`src/hw/rtl/cbft_pkg.sv`:
```
`default_nettype none
// ----------------------------------------------------------------------------
// cbft_pkg
// Shared constants and types of the character bigram frequency table.
// ----------------------------------------------------------------------------
package cbft_pkg;

    localparam int TABLE_DEPTH_DEF = 4096;
    localparam int COUNT_WIDTH_DEF = 32;

    localparam int OPCODE_W = 2;
    localparam int CHAR_W   = 21;
    localparam int INDEX_W  = 12;
    localparam int STATUS_W = 3;
    localparam int PCOUNT_W = 32;
    localparam int USED_W   = 13;

    localparam logic [OPCODE_W-1:0] OP_CHAR = 2'd0;
    localparam logic [OPCODE_W-1:0] OP_EOL  = 2'd1;
    localparam logic [OPCODE_W-1:0] OP_READ = 2'd2;

    localparam logic [STATUS_W-1:0] ST_NO_PAIR  = 3'd0;
    localparam logic [STATUS_W-1:0] ST_INCR     = 3'd1;
    localparam logic [STATUS_W-1:0] ST_INSERT   = 3'd2;
    localparam logic [STATUS_W-1:0] ST_FULL     = 3'd3;
    localparam logic [STATUS_W-1:0] ST_READ_OK  = 3'd4;
    localparam logic [STATUS_W-1:0] ST_READ_OOR = 3'd5;

    typedef struct packed {
        logic                load;
        logic                rd;
        logic                wr_hit;
        logic                wr_new;
        logic                set_res;
        logic [STATUS_W-1:0] res_status;
        logic                emit;
    } t_cmd;

    typedef struct packed {
        logic [OPCODE_W-1:0] op;
        logic                pair;
        logic                in_range;
        logic                more;
        logic                rd_vld;
        logic                hit;
        logic                full;
        logic                out_blocked;
    } t_sts;

endpackage
`default_nettype wire

```
`src/hw/rtl/cbft_ctrl.sv`:
```
`default_nettype none
// ----------------------------------------------------------------------------
// cbft_ctrl
// Controller that sequences each request through decode, table search,
// table read and result delivery.
// ----------------------------------------------------------------------------
module cbft_ctrl
    import cbft_pkg::*;
(
    input  wire logic i_clk,
    input  wire logic i_rst_n,
    input  wire logic i_valid,
    output logic      o_stall,
    input  wire t_sts i_sts,
    output t_cmd      o_cmd
);

    typedef enum logic [2:0] {
        S_IDLE,
        S_DECODE,
        S_SEARCH,
        S_RDWAIT,
        S_EMIT
    } t_state;

    t_state r_state;
    t_state n_state;

    always_ff @(posedge i_clk) begin
        if (!i_rst_n) begin
            r_state <= S_IDLE;
        end else begin
            r_state <= n_state;
        end
    end

    assign o_stall = (r_state != S_IDLE);

    always_comb begin
        n_state = r_state;
        o_cmd   = '0;
        case (r_state)
            S_IDLE: begin
                if (i_valid) begin
                    o_cmd.load = 1'b1;
                    n_state    = S_DECODE;
                end
            end
            S_DECODE: begin
                case (i_sts.op)
                    OP_CHAR: begin
                        if (i_sts.pair) begin
                            n_state = S_SEARCH;
                        end else begin
                            o_cmd.set_res    = 1'b1;
                            o_cmd.res_status = ST_NO_PAIR;
                            n_state          = S_EMIT;
                        end
                    end
                    OP_READ: begin
                        if (i_sts.in_range) begin
                            o_cmd.rd = 1'b1;
                            n_state  = S_RDWAIT;
                        end else begin
                            o_cmd.set_res    = 1'b1;
                            o_cmd.res_status = ST_READ_OOR;
                            n_state          = S_EMIT;
                        end
                    end
                    default: begin
                        o_cmd.set_res    = 1'b1;
                        o_cmd.res_status = ST_NO_PAIR;
                        n_state          = S_EMIT;
                    end
                endcase
            end
            S_SEARCH: begin
                if (i_sts.rd_vld && i_sts.hit) begin
                    o_cmd.wr_hit     = 1'b1;
                    o_cmd.set_res    = 1'b1;
                    o_cmd.res_status = ST_INCR;
                    n_state          = S_EMIT;
                end else if (!i_sts.more && !i_sts.rd_vld) begin
                    o_cmd.set_res = 1'b1;
                    if (i_sts.full) begin
                        o_cmd.res_status = ST_FULL;
                    end else begin
                        o_cmd.wr_new     = 1'b1;
                        o_cmd.res_status = ST_INSERT;
                    end
                    n_state = S_EMIT;
                end else begin
                    o_cmd.rd = i_sts.more;
                end
            end
            S_RDWAIT: begin
                o_cmd.set_res    = 1'b1;
                o_cmd.res_status = ST_READ_OK;
                n_state          = S_EMIT;
            end
            S_EMIT: begin
                if (!i_sts.out_blocked) begin
                    o_cmd.emit = 1'b1;
                    n_state    = S_IDLE;
                end
            end
            default: begin
                n_state = S_IDLE;
            end
        endcase
    end

endmodule
`default_nettype wire

```
`config.mk`:
```
export PLATFORM = sky130hd
export DESIGN_NAME = cbft_ctrl
export DESIGN_NICKNAME = d
export VERILOG_FILES = /design/src/hw/rtl/cbft_pkg.sv /design/src/hw/rtl/cbft_ctrl.sv
export SDC_FILE = /design/constraint.sdc
export NUM_CORES = 1
export LEC_CHECK = 0
export ABC_CLOCK_PERIOD_IN_PS = 1450
export BUFFER_PORTS_ARGS = -buffer_cell sky130_fd_sc_hd__buf_2
export CORE_AREA = 5 5 42 44
export DETAILED_ROUTE_END_ITERATION = 16
export DIE_AREA = 0 0 47 49
export GPL_TIMING_DRIVEN = 0
export SLEW_MARGIN = 20
export SYNTH_ARGS = -nofsm -noshare
export SYNTH_HDL_FRONTEND = slang
export SYNTH_SLANG_ARGS = --single-unit
```
`constraint.sdc`:
```
create_clock -name i_clk -period 1.45 [get_ports i_clk]
set_clock_uncertainty 0.1 [all_clocks]
set_input_delay 0.3625 -clock i_clk [delete_from_list [all_inputs] [get_ports i_clk]]
set_output_delay 0.3625 -clock i_clk [all_outputs]
set_load 0.03 [all_outputs]
```
== Yosys cells after proc, flatten, opt, wreduce, memory -nomap -nowiden ==
Index checks and enable logic that the tools add are counted.

* Equal/unequal tests: 8
* Muxes and demuxes: 28
* Reduce and logical (&&, ||, !) cells: 8

{| class="wikitable"
|+ Operators by type and width
! operator !! number
|-
| two-way mux 3 bit || 6
|-
| case mux 3 bit (5 select lines) || 1
|-
| two-way mux 1 bit || 12
|-
| two-way mux 4 bit || 3
|-
| case mux 4 bit (3 select lines) || 1
|-
| case mux 4 bit (2 select lines) || 1
|-
| == test 3 x 2 -> 1 bit, second input constant || 2
|-
| case mux 3 bit (2 select lines) || 1
|-
| two-way mux 5 bit || 1
|-
| != test 2 bit, second input constant || 2
|-
| == test 3 x 1 -> 1 bit, second input constant || 1
|-
| == test 3 bit, second input constant || 1
|-
| logical NOT 3 bit || 1
|-
| != test 3 bit, second input constant || 1
|-
| AND reduction 3 bit || 1
|-
| nonzero test 3 bit || 1
|-
| == test 2 bit, second input constant || 1
|-
| logical AND 1 bit || 2
|-
| logical NOT 1 bit || 2
|-
| logical NOT 2 bit || 1
|-
| two-way mux 2 bit || 1
|-
| case mux 1 bit (2 select lines) || 1
|}

* Bits of input ports: 12
* Word-level logic and storage cells: 45
* Bits in registers: 3

== Logic depth before layout (Yosys ltp) ==
Gate-level depths: netlist of the first run.

* Depth after elaboration: 5
* Depth in mapped cells: 5

== Least setup slack after synthesis of the first run ==
No wires, ideal clock.

* Path kind: register to output
* From: register r_state[1]
* To: output port o_cmd[5] in the netlist's numbering
* Path buffers: 2
* Data required time: 0.988 ns
* Slack: -0.815 ns
* Arrival time: 1.802 ns
* Cell stages (with the launch flop): 5
* Path through: dfxtp_1 > buf_6 > or3b_1 > buf_2 > nor4_1

{| class="wikitable"
|+ RTL lines
! item !! line !! RTL
|-
| from (decl) || cbft_ctrl.sv:26 || <nowiki>t_state r_state;</nowiki>
|-
| from (signal assigned) || cbft_ctrl.sv:33 || <nowiki>r_state <= n_state;</nowiki>
|-
| to (decl) || cbft_ctrl.sv:15 || <nowiki>output t_cmd o_cmd</nowiki>
|}

==> results.cfg, run 1 <==
[run_status]
status = finished with violations
violations = negative setup slack

[timing]
rsz0062_at_grt = yes
worst_slew_pin_slew_ps = 209
slew_violations = 0
fmax_mhz = 524
fin_crit_ps = 1910
whs_ps = 263
setup_viol = 12
fin_ws_ps = -459
slew_headroom_pct = 85.8
fin_crit_sh_pct = 132
hold_viol_final = 0

[clock_tree]
h-tree-depth = 1
clockBufferDepth = 2
numCtsBuffers = 3
clock_latency_ps = 230
cts.sinks = 3
path_clk_slew_ps = 40
cts_tree = done
cts-root-buf = clkbuf_4
hold_buffers = 0

[flow_run]
cap_violations = 0

[cells_and_area]
final_core_util_pct = 52.7
fin_nets = 89
largest_reg_flops = 3
drive_above_1_share_pct = 75.0
syn_to_final_growth_pct = 143
diodes = 0
regMostFlops = r_state
final_cell_mix = buf_6 (12), buf_2 (12), buf_4 (7)
final_area_sq_um = 738
reg_top3 = r_state x3
instances_no_fill = 92

[hold_path]
min_path_type = in2reg
holdCritStartpoint = i_rst_n
hold_depth = 3
hold_end = r_state[2]

[logic_synthesis]
synth_compound_area_share_pct = 24.3
muxShareOfSynthArea_pct = 3.29
yosysTopAreaCell = dfxtp_1
synth_fa_ha_area_share_pct = 0
synth_cell_types = 28
synth-simple-area-share_pct = 43.6
synth_xor_xnor_area_share_pct = 0
synth_top_family_by_area = simple AND/OR/NAND/NOR gates
syn_nets = 54
syn_inst = 42
syn_area_per_cell_sq_um = 7.24
yosys_warnings = 0
yosysTopAreaCellShare_pct = 19.8
synth_area_leaders = dfxtp_1 (20%), nand2_1 (6.2%), o31ai_1 (4.9%)
seq_area_frac_synth_pct = 19.8
synth_area_sq_um = 304
ys_ff_latch = 3

[floorplanning]
io_pins = 22
start_util_pct = 21.7
core_sq_um = 1400
fp.dieArea_sq_um = 2300
die_h_microns = 49
die_w_microns = 47
rows = 14

[placement]
place.gp.congestion = 0.751
port_buffers = 21
dp.cells = 79
dpl-instance-area_sq_um = 517
dpl.hpwl_microns = 762

[worst_setup_path]
end_kind = output pin
cp.arrival_ps = 1450
timing.rr.start = r_state[0]
required_ps = 990
r2r_end = r_state[1]
startpoint_type = register
crit_fanout = 6
r2r_cells = 5
crit_start = r_state[0]
worstSetupPathType = reg2out
reg2reg_slack_ps = -20

[routing]
antenna_left = 0
drc_errors = 0
wl_microns = 1250
viasPerCell = 4.70
wire_per_inst_microns = 13.6
first_iter_violations = 5
vias = 432
drtPass1Iterations = 6

[power]
powerDensity_nw_per_um2 = 565
leakagePower_nw = 0.315
p_comb_share_pct = 42.7
p_int_uw = 270
vdd_drop_max_mv = 0.189
swShare_pct = 35.3
clkPwrFrac_pct = 34.6
pwr-share-seq_pct = 22.8
p_switching_uw = 147

[global_route]
gr-total-overflow = 0
gr-usage-met1_pct = 14.3
grt_pass1_wl_microns = 1990
grt_pass1_vias = 445
use_met3_pct = 3.32
grt_util_met2_pct = 17.9
grt_use_total_pct = 11.2
grt_max_degree = 8
grt_busiest_layer = met2
antenna_found_initial = 0
-- power by group through the flow --
stage	Combinational (mW)	Sequential [mW]	Clock (mW)
final	0.178	0.0950	0.144
after global routing	0.192	0.0961	0.160
after CTS	0.157	0.0975	0.150
after detailed placement	0.128	0.0966	0
after global placement	0.127	0.0968	0
after floorplan	0.0810	0.0947	0
-- synth_stat cells --
library cell / number
a211oi_1: 1
a21boi_0: 1
a21oi_1: 1
a21oi_2: 1
a31oi_1: 1
and2b_1: 1
and3b_1: 1
buf_2: 1
buf_6: 1
dfxtp_1: 3
inv_1: 3
mux2i_1: 1
nand2_1: 5
nand3_1: 2
nand4_1: 1
nand4b_1: 1
nand4bb_1: 1
nor2_1: 3
nor3_1: 2
nor4_1: 1
nor4b_1: 1
o21a_1: 1
o21ai_0: 2
o22ai_1: 1
o31ai_1: 2
or2b_1: 1
or2b_2: 1
or3b_1: 1
-- critical path: stages, from the launching register on --
cell and delay, ps:
dfxtp_4 350, or3b_1 400, buf_6 160, nor4_4 140, buf_6 170
-- routing by layer --
layer	wire length, microns	part of all wire (%)
met2	680	54
met4	0	0
met3	92	7.4
met1	475	38
met5	0	0
-- area by class of cell --
type                       count  area (sq um)
multi-input combinational     34           357
clock buffer                   4          26.3
fill                         140           663
buffer                         1          11.3
inverter                       3          11.3
timing repair buffer          31           244
tap                           16          20.0
sequential                     3          68.8
-- cells by family (layout without fill, tap and decap cells) --
kind of cell           Yosys count  count (layout)
AO/OA/AOI/OAI                   11              11
buffers and inverters            5              39
multiplexers                     1               1
AND/OR/NAND/NOR                 22              22
flip-flops                       3               3
-- per-stage QoR --
step | TNS, ps | setup WS (ps) | power, mW
floorplan | -1170 | -285 | 0.176
global placement | -1750 | -298 | 0.224
detailed placement | -1760 | -305 | 0.224
CTS | -3760 | -483 | 0.405
global route | -4040 | -540 | 0.448
finish | -3300 | -459 | 0.417
-- what timing repair did --
| item | in CTS | in global routing |
|---|---|---|
| pin swaps | 4 | 7 |
| gates resized for setup | 27 | 9 |
| buffers inserted | 5 | 5 |
| endpoints found under the setup margin | 10 | 11 |
-- worst max path at each step --
stage                          end  slack (ps)
after floorplan           o_cmd[5]        -290
after CTS                 o_cmd[5]        -480
after global placement    o_cmd[5]        -300
after global routing      o_cmd[5]        -540
after detailed placement  o_cmd[5]        -300
final                     o_cmd[5]        -460
(Power assumes the default switching activity.)
==> run 2: changes to the inputs <==
Settings changed: CTS_BUF_LIST set to sky130_fd_sc_hd__clkbuf_2.
==> results.cfg, run 2 (synthesis gave the netlist of run 1 again) <==
[global_route]
use_met3_pct = 3.32
grt_max_degree = 8
grt_pass1_wl_microns = 2020
gr-usage-met1_pct = 14.1
grt_util_met2_pct = 18.6
gr-total-overflow = 0
grt_pass1_vias = 458
antenna_found_initial = 0
grt_use_total_pct = 11.3
grt_busiest_layer = met2

[timing]
hold_viol_final = 0
rsz0062_at_grt = yes
fmax_mhz = 534
worst_slew_pin_slew_ps = 204
setup_viol = 10
fin_crit_sh_pct = 129
fin_ws_ps = -422
fin_crit_ps = 1870
setup_tns_ps = -2980
slew_violations = 0
slew_headroom_pct = 86.1

[floorplanning]
die_w_microns = 47
core_sq_um = 1400
fp.dieArea_sq_um = 2300
io_pins = 22
start_util_pct = 21.7
rows = 14
die_h_microns = 49

[worst_setup_path]
end_kind = output pin
timing.rr.start = r_state[0]
cp_cell_sequence = or3b_1 -> buf_6 -> nor4_4 -> buf_6
crit_start = r_state[0]
worstSetupPathType = reg2out
crit_top_cell = buf_6
required_ps = 990
critical_path.max_stage_delay_ps = 390
critPathBufInv = 2
crit_fanout = 6
cpMaxStageDelayCell = or3b_1
crit_family = simple AND/OR/NAND/NOR gates
cp.arrival_ps = 1410
startpoint_type = register

[cells_and_area]
final_common_cell = buf_6
final_cell_mix = buf_6 (12), buf_2 (10), buf_4 (10)
largest_reg_flops = 3
fin_nets = 90
reg_top3 = r_state x3
diodes = 0
instances_no_fill = 93
final_core_util_pct = 52.9
syn_to_final_growth_pct = 144
regMostFlops = r_state
drive_above_1_share_pct = 75.3

[routing]
vias = 445
drc_errors = 0
antenna_left = 0
wl_microns = 1230
viasPerCell = 4.78
first_iter_violations = 3
drtPass1Iterations = 2
wire_per_inst_microns = 13.2

[placement]
dpl.hpwl_microns = 762
place.gp.congestion = 0.751
port_buffers = 21
place_ws_ps = -305
dp.cells = 79

[power]
powerDensity_nw_per_um2 = 524
vdd_drop_max_mv = 0.178
p_comb_share_pct = 45.4
p_int_uw = 240
leakagePower_nw = 0.334
clkPwrFrac_pct = 29.9
swShare_pct = 38.3
pwr-share-seq_pct = 24.8
p_switching_uw = 149

[clock_tree]
path_clk_slew_ps = 50
numCtsBuffers = 3
clockBufferDepth = 2
clock_latency_ps = 200
cts_tree = done
h-tree-depth = 1
cts.sinks = 3
cts-root-buf = clkbuf_2
hold_buffers = 0

[hold_path]
holdCritStartpoint = i_rst_n
min_path_type = in2reg

[run_status]
violations = negative setup slack
status = finished with violations

[flow_run]
cap_violations = 0
==> run 2: cell types whose count changed in the layout (fill, tap and decap cells not counted) <==
cell | previous run | this run
nand2_2 | 1 | 0
dfxtp_2 | 1 | 2
a211oi_2 | 1 | 0
buf_4 | 7 | 10
dfxtp_4 | 2 | 1
a211oi_1 | 0 | 1
clkbuf_2 | 0 | 4
buf_2 | 12 | 10
nand2_4 | 0 | 1
clkbuf_4 | 4 | 1
clkbuf_1 | 1 | 0
==> run 2: path summary, 6_finish.rpt <==
| path | to | slack (ps) | cells past startpoint |
|---|---|---|---|
| max | o_cmd[5] | -420 | 4 |
| min | r_state[2] | 280 | 3 |
| max reg2reg | r_state[1] | 0 | 5 |
| min reg2reg | r_state[2] | 500 | 2 |
==> run 2: tightest hold or removal path: stages <==
cell	delay, ps
buf_2	110
inv_1	40
a31oi_1	30
==> run 2: layout make-up <==
cell class | count | area, sq um
fillers | 144 | 659
multi-input cells | 34 | 357
repair buffers | 32 | 256
flip-flops and latches | 3 | 66.3
clock buffers | 4 | 20.0
well taps | 16 | 20.0
plain buffers | 1 | 11.3
inverters | 3 | 11.3
==> run 2: metrics by stage <==
stage | cell area (sq um) | hold WS, ps | total power [mW]
floorplan | 392 | 372 | 0.176
global placement | 517 | 506 | 0.224
detailed placement | 517 | 506 | 0.224
CTS | 679 | 278 | 0.377
global route | 742 | 280 | 0.418
finish | 742 | 285 | 0.389
==> run 2: power by group through the flow <==
stage                     logic (mW)  registers, mW  clock network [mW]
after CTS                      0.160         0.0973               0.120
after detailed placement       0.128         0.0966                   0
after global placement         0.127         0.0968                   0
after global routing           0.192         0.0970               0.129
final                          0.177         0.0964               0.116
after floorplan               0.0810         0.0947                   0
==> run 2: what timing repair did <==
action                     CTS  global route
pin swaps                    4             4
resized for setup           30             7
buffers inserted             5             6
setup endpoints to repair   10            11
==> run 2: per-layer routing <==
layer | wire length [microns] | part of all wire, % | vias up
li1 | - | - | 226
met1 | 475 | 39 | 206
met2 | 658 | 54 | 13
met3 | 92 | 7.5 | 0
met4 | 0 | 0 | 0
met5 | 0 | 0 | -
==> run 3: changes to the inputs <==
Settings changed: ABC_AREA set to 1, SKIP_CTS_REPAIR_TIMING set to 1.
==> results.cfg, run 3 <==
[power]
powerDensity_nw_per_um2 = 802
p_total_uw = 499
leakagePower_nw = 0.301
vdd_drop_max_mv = 0.599

[logic_synthesis]
synth_flop_cell = dfxtp_1
synth_fa_ha_area_share_pct = 0
yosys_warnings = 0
synth_xor_xnor_area_share_pct = 0
syn_area_per_cell_sq_um = 6.26
synth-simple-area-share_pct = 55.3
synth_area_leaders = dfxtp_1 (19%), inv_1 (11%), nand3_1 (7.8%)
synth_top_family_by_area = simple AND/OR/NAND/NOR gates
synth_cell_types = 20
yosysTopAreaCell = dfxtp_1
synth_commonest_cells = inv_1 (9), nand2_1 (6), nor2_1 (6)
seq_area_frac_synth_pct = 18.8
yosys.cell_count.top_type = inv_1
synth_area_sq_um = 319
muxShareOfSynthArea_pct = 0
syn_nets = 63
ys_ff_latch = 3
syn_inst = 51
synth_edf_count = 0
synth_compound_area_share_pct = 12.9
yosysTopAreaCellShare_pct = 18.8
synthArstFlopShare_pct = 0

[cells_and_area]
diodes = 0
fin_nets = 94
regMostFlops = r_state
final_cell_mix = buf_2 (13), buf_4 (8), inv_1 (7)
drive_above_1_share_pct = 66.7
n_fill_cell = 152
final_common_cell = buf_2
largest_reg_flops = 3
reg_top3 = r_state x3
syn_to_final_growth_pct = 94.9

[routing]
wire_per_inst_microns = 10.1
wl_microns = 978
viasPerCell = 4.54
drc_errors = 0
antenna_left = 0
vias = 440
drtPass1Iterations = 2
first_iter_violations = 1

[flow_run]
cap_violations = 0

[timing]
worst_slew_pin_slew_ps = 326
fmax_mhz = 575
whs_ps = 260
fin_crit_sh_pct = 120
setup_viol = 10
fin_crit_ps = 1740
slew_violations = 0
hold_viol_final = 0
fin_ws_ps = -290
slew_headroom_pct = 78.1
rsz0062_at_grt = yes

[worst_setup_path]
crit_fanout = 4
crit_top_cell = inv_4
worstSetupPathType = reg2out
cpMaxStageDelayCell = dfxtp_4
r2r_cells = 7
required_ps = 990
cp.arrival_ps = 1280
cp_cell_sequence = inv_4 -> nand2_4 -> nor2_4 -> inv_4 -> buf_4 -> o21ai_2 -> buf_6
timing.rr.start = r_state[2]
critical_path.max_stage_delay_ps = 360
r2r_end = r_state[0]
startpoint_type = register
end_kind = output pin
reg2reg_slack_ps = 320

[global_route]
antenna_found_initial = 0
grt_max_degree = 7
grt_use_total_pct = 8.73
grt_pass1_vias = 391
gr-total-overflow = 0
grt_pass1_wl_microns = 1480

[hold_path]
min_path_type = in2reg
holdCritStartpoint = i_rst_n
hold_end = r_state[2]
hold_depth = 3

[floorplanning]
fp.dieArea_sq_um = 2300
die_w_microns = 47
start_util_pct = 22.8
rows = 14
die_h_microns = 49
io_pins = 22
core_sq_um = 1400

[clock_tree]
cts_tree = done
clock_latency_ps = 200
numCtsBuffers = 3
cts.sinks = 3
path_clk_slew_ps = 40
cts-root-buf = clkbuf_2
clockBufferDepth = 2
h-tree-depth = 1

[placement]
port_buffers = 21
place.gp.congestion = 0.801
dpl.hpwl_microns = 804

[run_status]
violations = negative setup slack
status = finished with violations
==> run 3: changes by cell type in the layout (fill, tap and decap cells not counted), moves of 3 or more <==
cell	delta
buf_2	+3
buf_6	-8
inv_1	+4
nand2_2	+3
nand3_1	+5
==> run 3: metrics by stage <==
| stage | utilization (%) | setup TNS (ps) | instances | cell area [sq um] | setup WS, ps |
|---|---|---|---|---|---|
| after floorplan | - | -351 | 51 | 374 | -126 |
| after global placement | 35.6 | -895 | 88 | 499 | -201 |
| after detailed placement | 35.6 | -914 | 88 | 499 | -213 |
| after CTS | 37.1 | -2900 | 92 | 519 | -410 |
| after global routing | 44.4 | -2850 | 97 | 622 | -384 |
| final | 44.4 | -1990 | 97 | 622 | -290 |
==> run 3: layout make-up <==
cell class / instances / area (sq um) / share of cell area [%]
clock buffers: 4 / 20.0 / 3.22
flip-flops and latches: 3 / 71.3 / 11.5
inverters: 11 / 46.3 / 7.44
well taps: 16 / 20.0 / 3.22
multi-input cells: 37 / 287 / 46.1
repair buffers: 26 / 178 / 28.6
==> run 3: logic make-up after synthesis <==
kind of cell | after synthesis
simple gates | 30
flops | 3
buf+inv | 11
compound gates | 7
==> run 3: worst max-delay path: cells and delay by family (launching register included) <==
family | cells | cell delay [ps]
buffers and inverters | 4 | 430
flip-flops | 1 | 360
AND/OR/NAND/NOR | 2 | 170
AO/OA/AOI/OAI | 1 | 120
==> run 3: worst max-delay path by stage <==
stage          startpoint  endpoint  cells past startpoint
2_1_floorplan  r_state[2]  o_cmd[5]                      5
3_3_place_gp     i_sts[3]  o_cmd[4]                      6
3_5_place_dp     i_sts[3]  o_cmd[4]                      6
4_1_cts        r_state[0]  o_cmd[3]                      5
5_1_grt        r_state[2]  o_cmd[5]                      6
6_report       r_state[2]  o_cmd[1]                      7
==> run 3: routing by layer <==
metal  global-route usage, %  part of all wire (%)  up-vias
met4                    4.15                     0        0
met3                    3.69                    12        0
li1                        -                     -      233
met2                    11.5                    47       18
met5                       0                     0        -
met1                    11.9                    41      189
==> run 3: power breakdown <==
part / switching, mW / internal, mW
logic: 0.161 / 0.0997
clock network: 0.0404 / 0.0728
registers: 0.0275 / 0.0972
total: 0.229 / 0.270
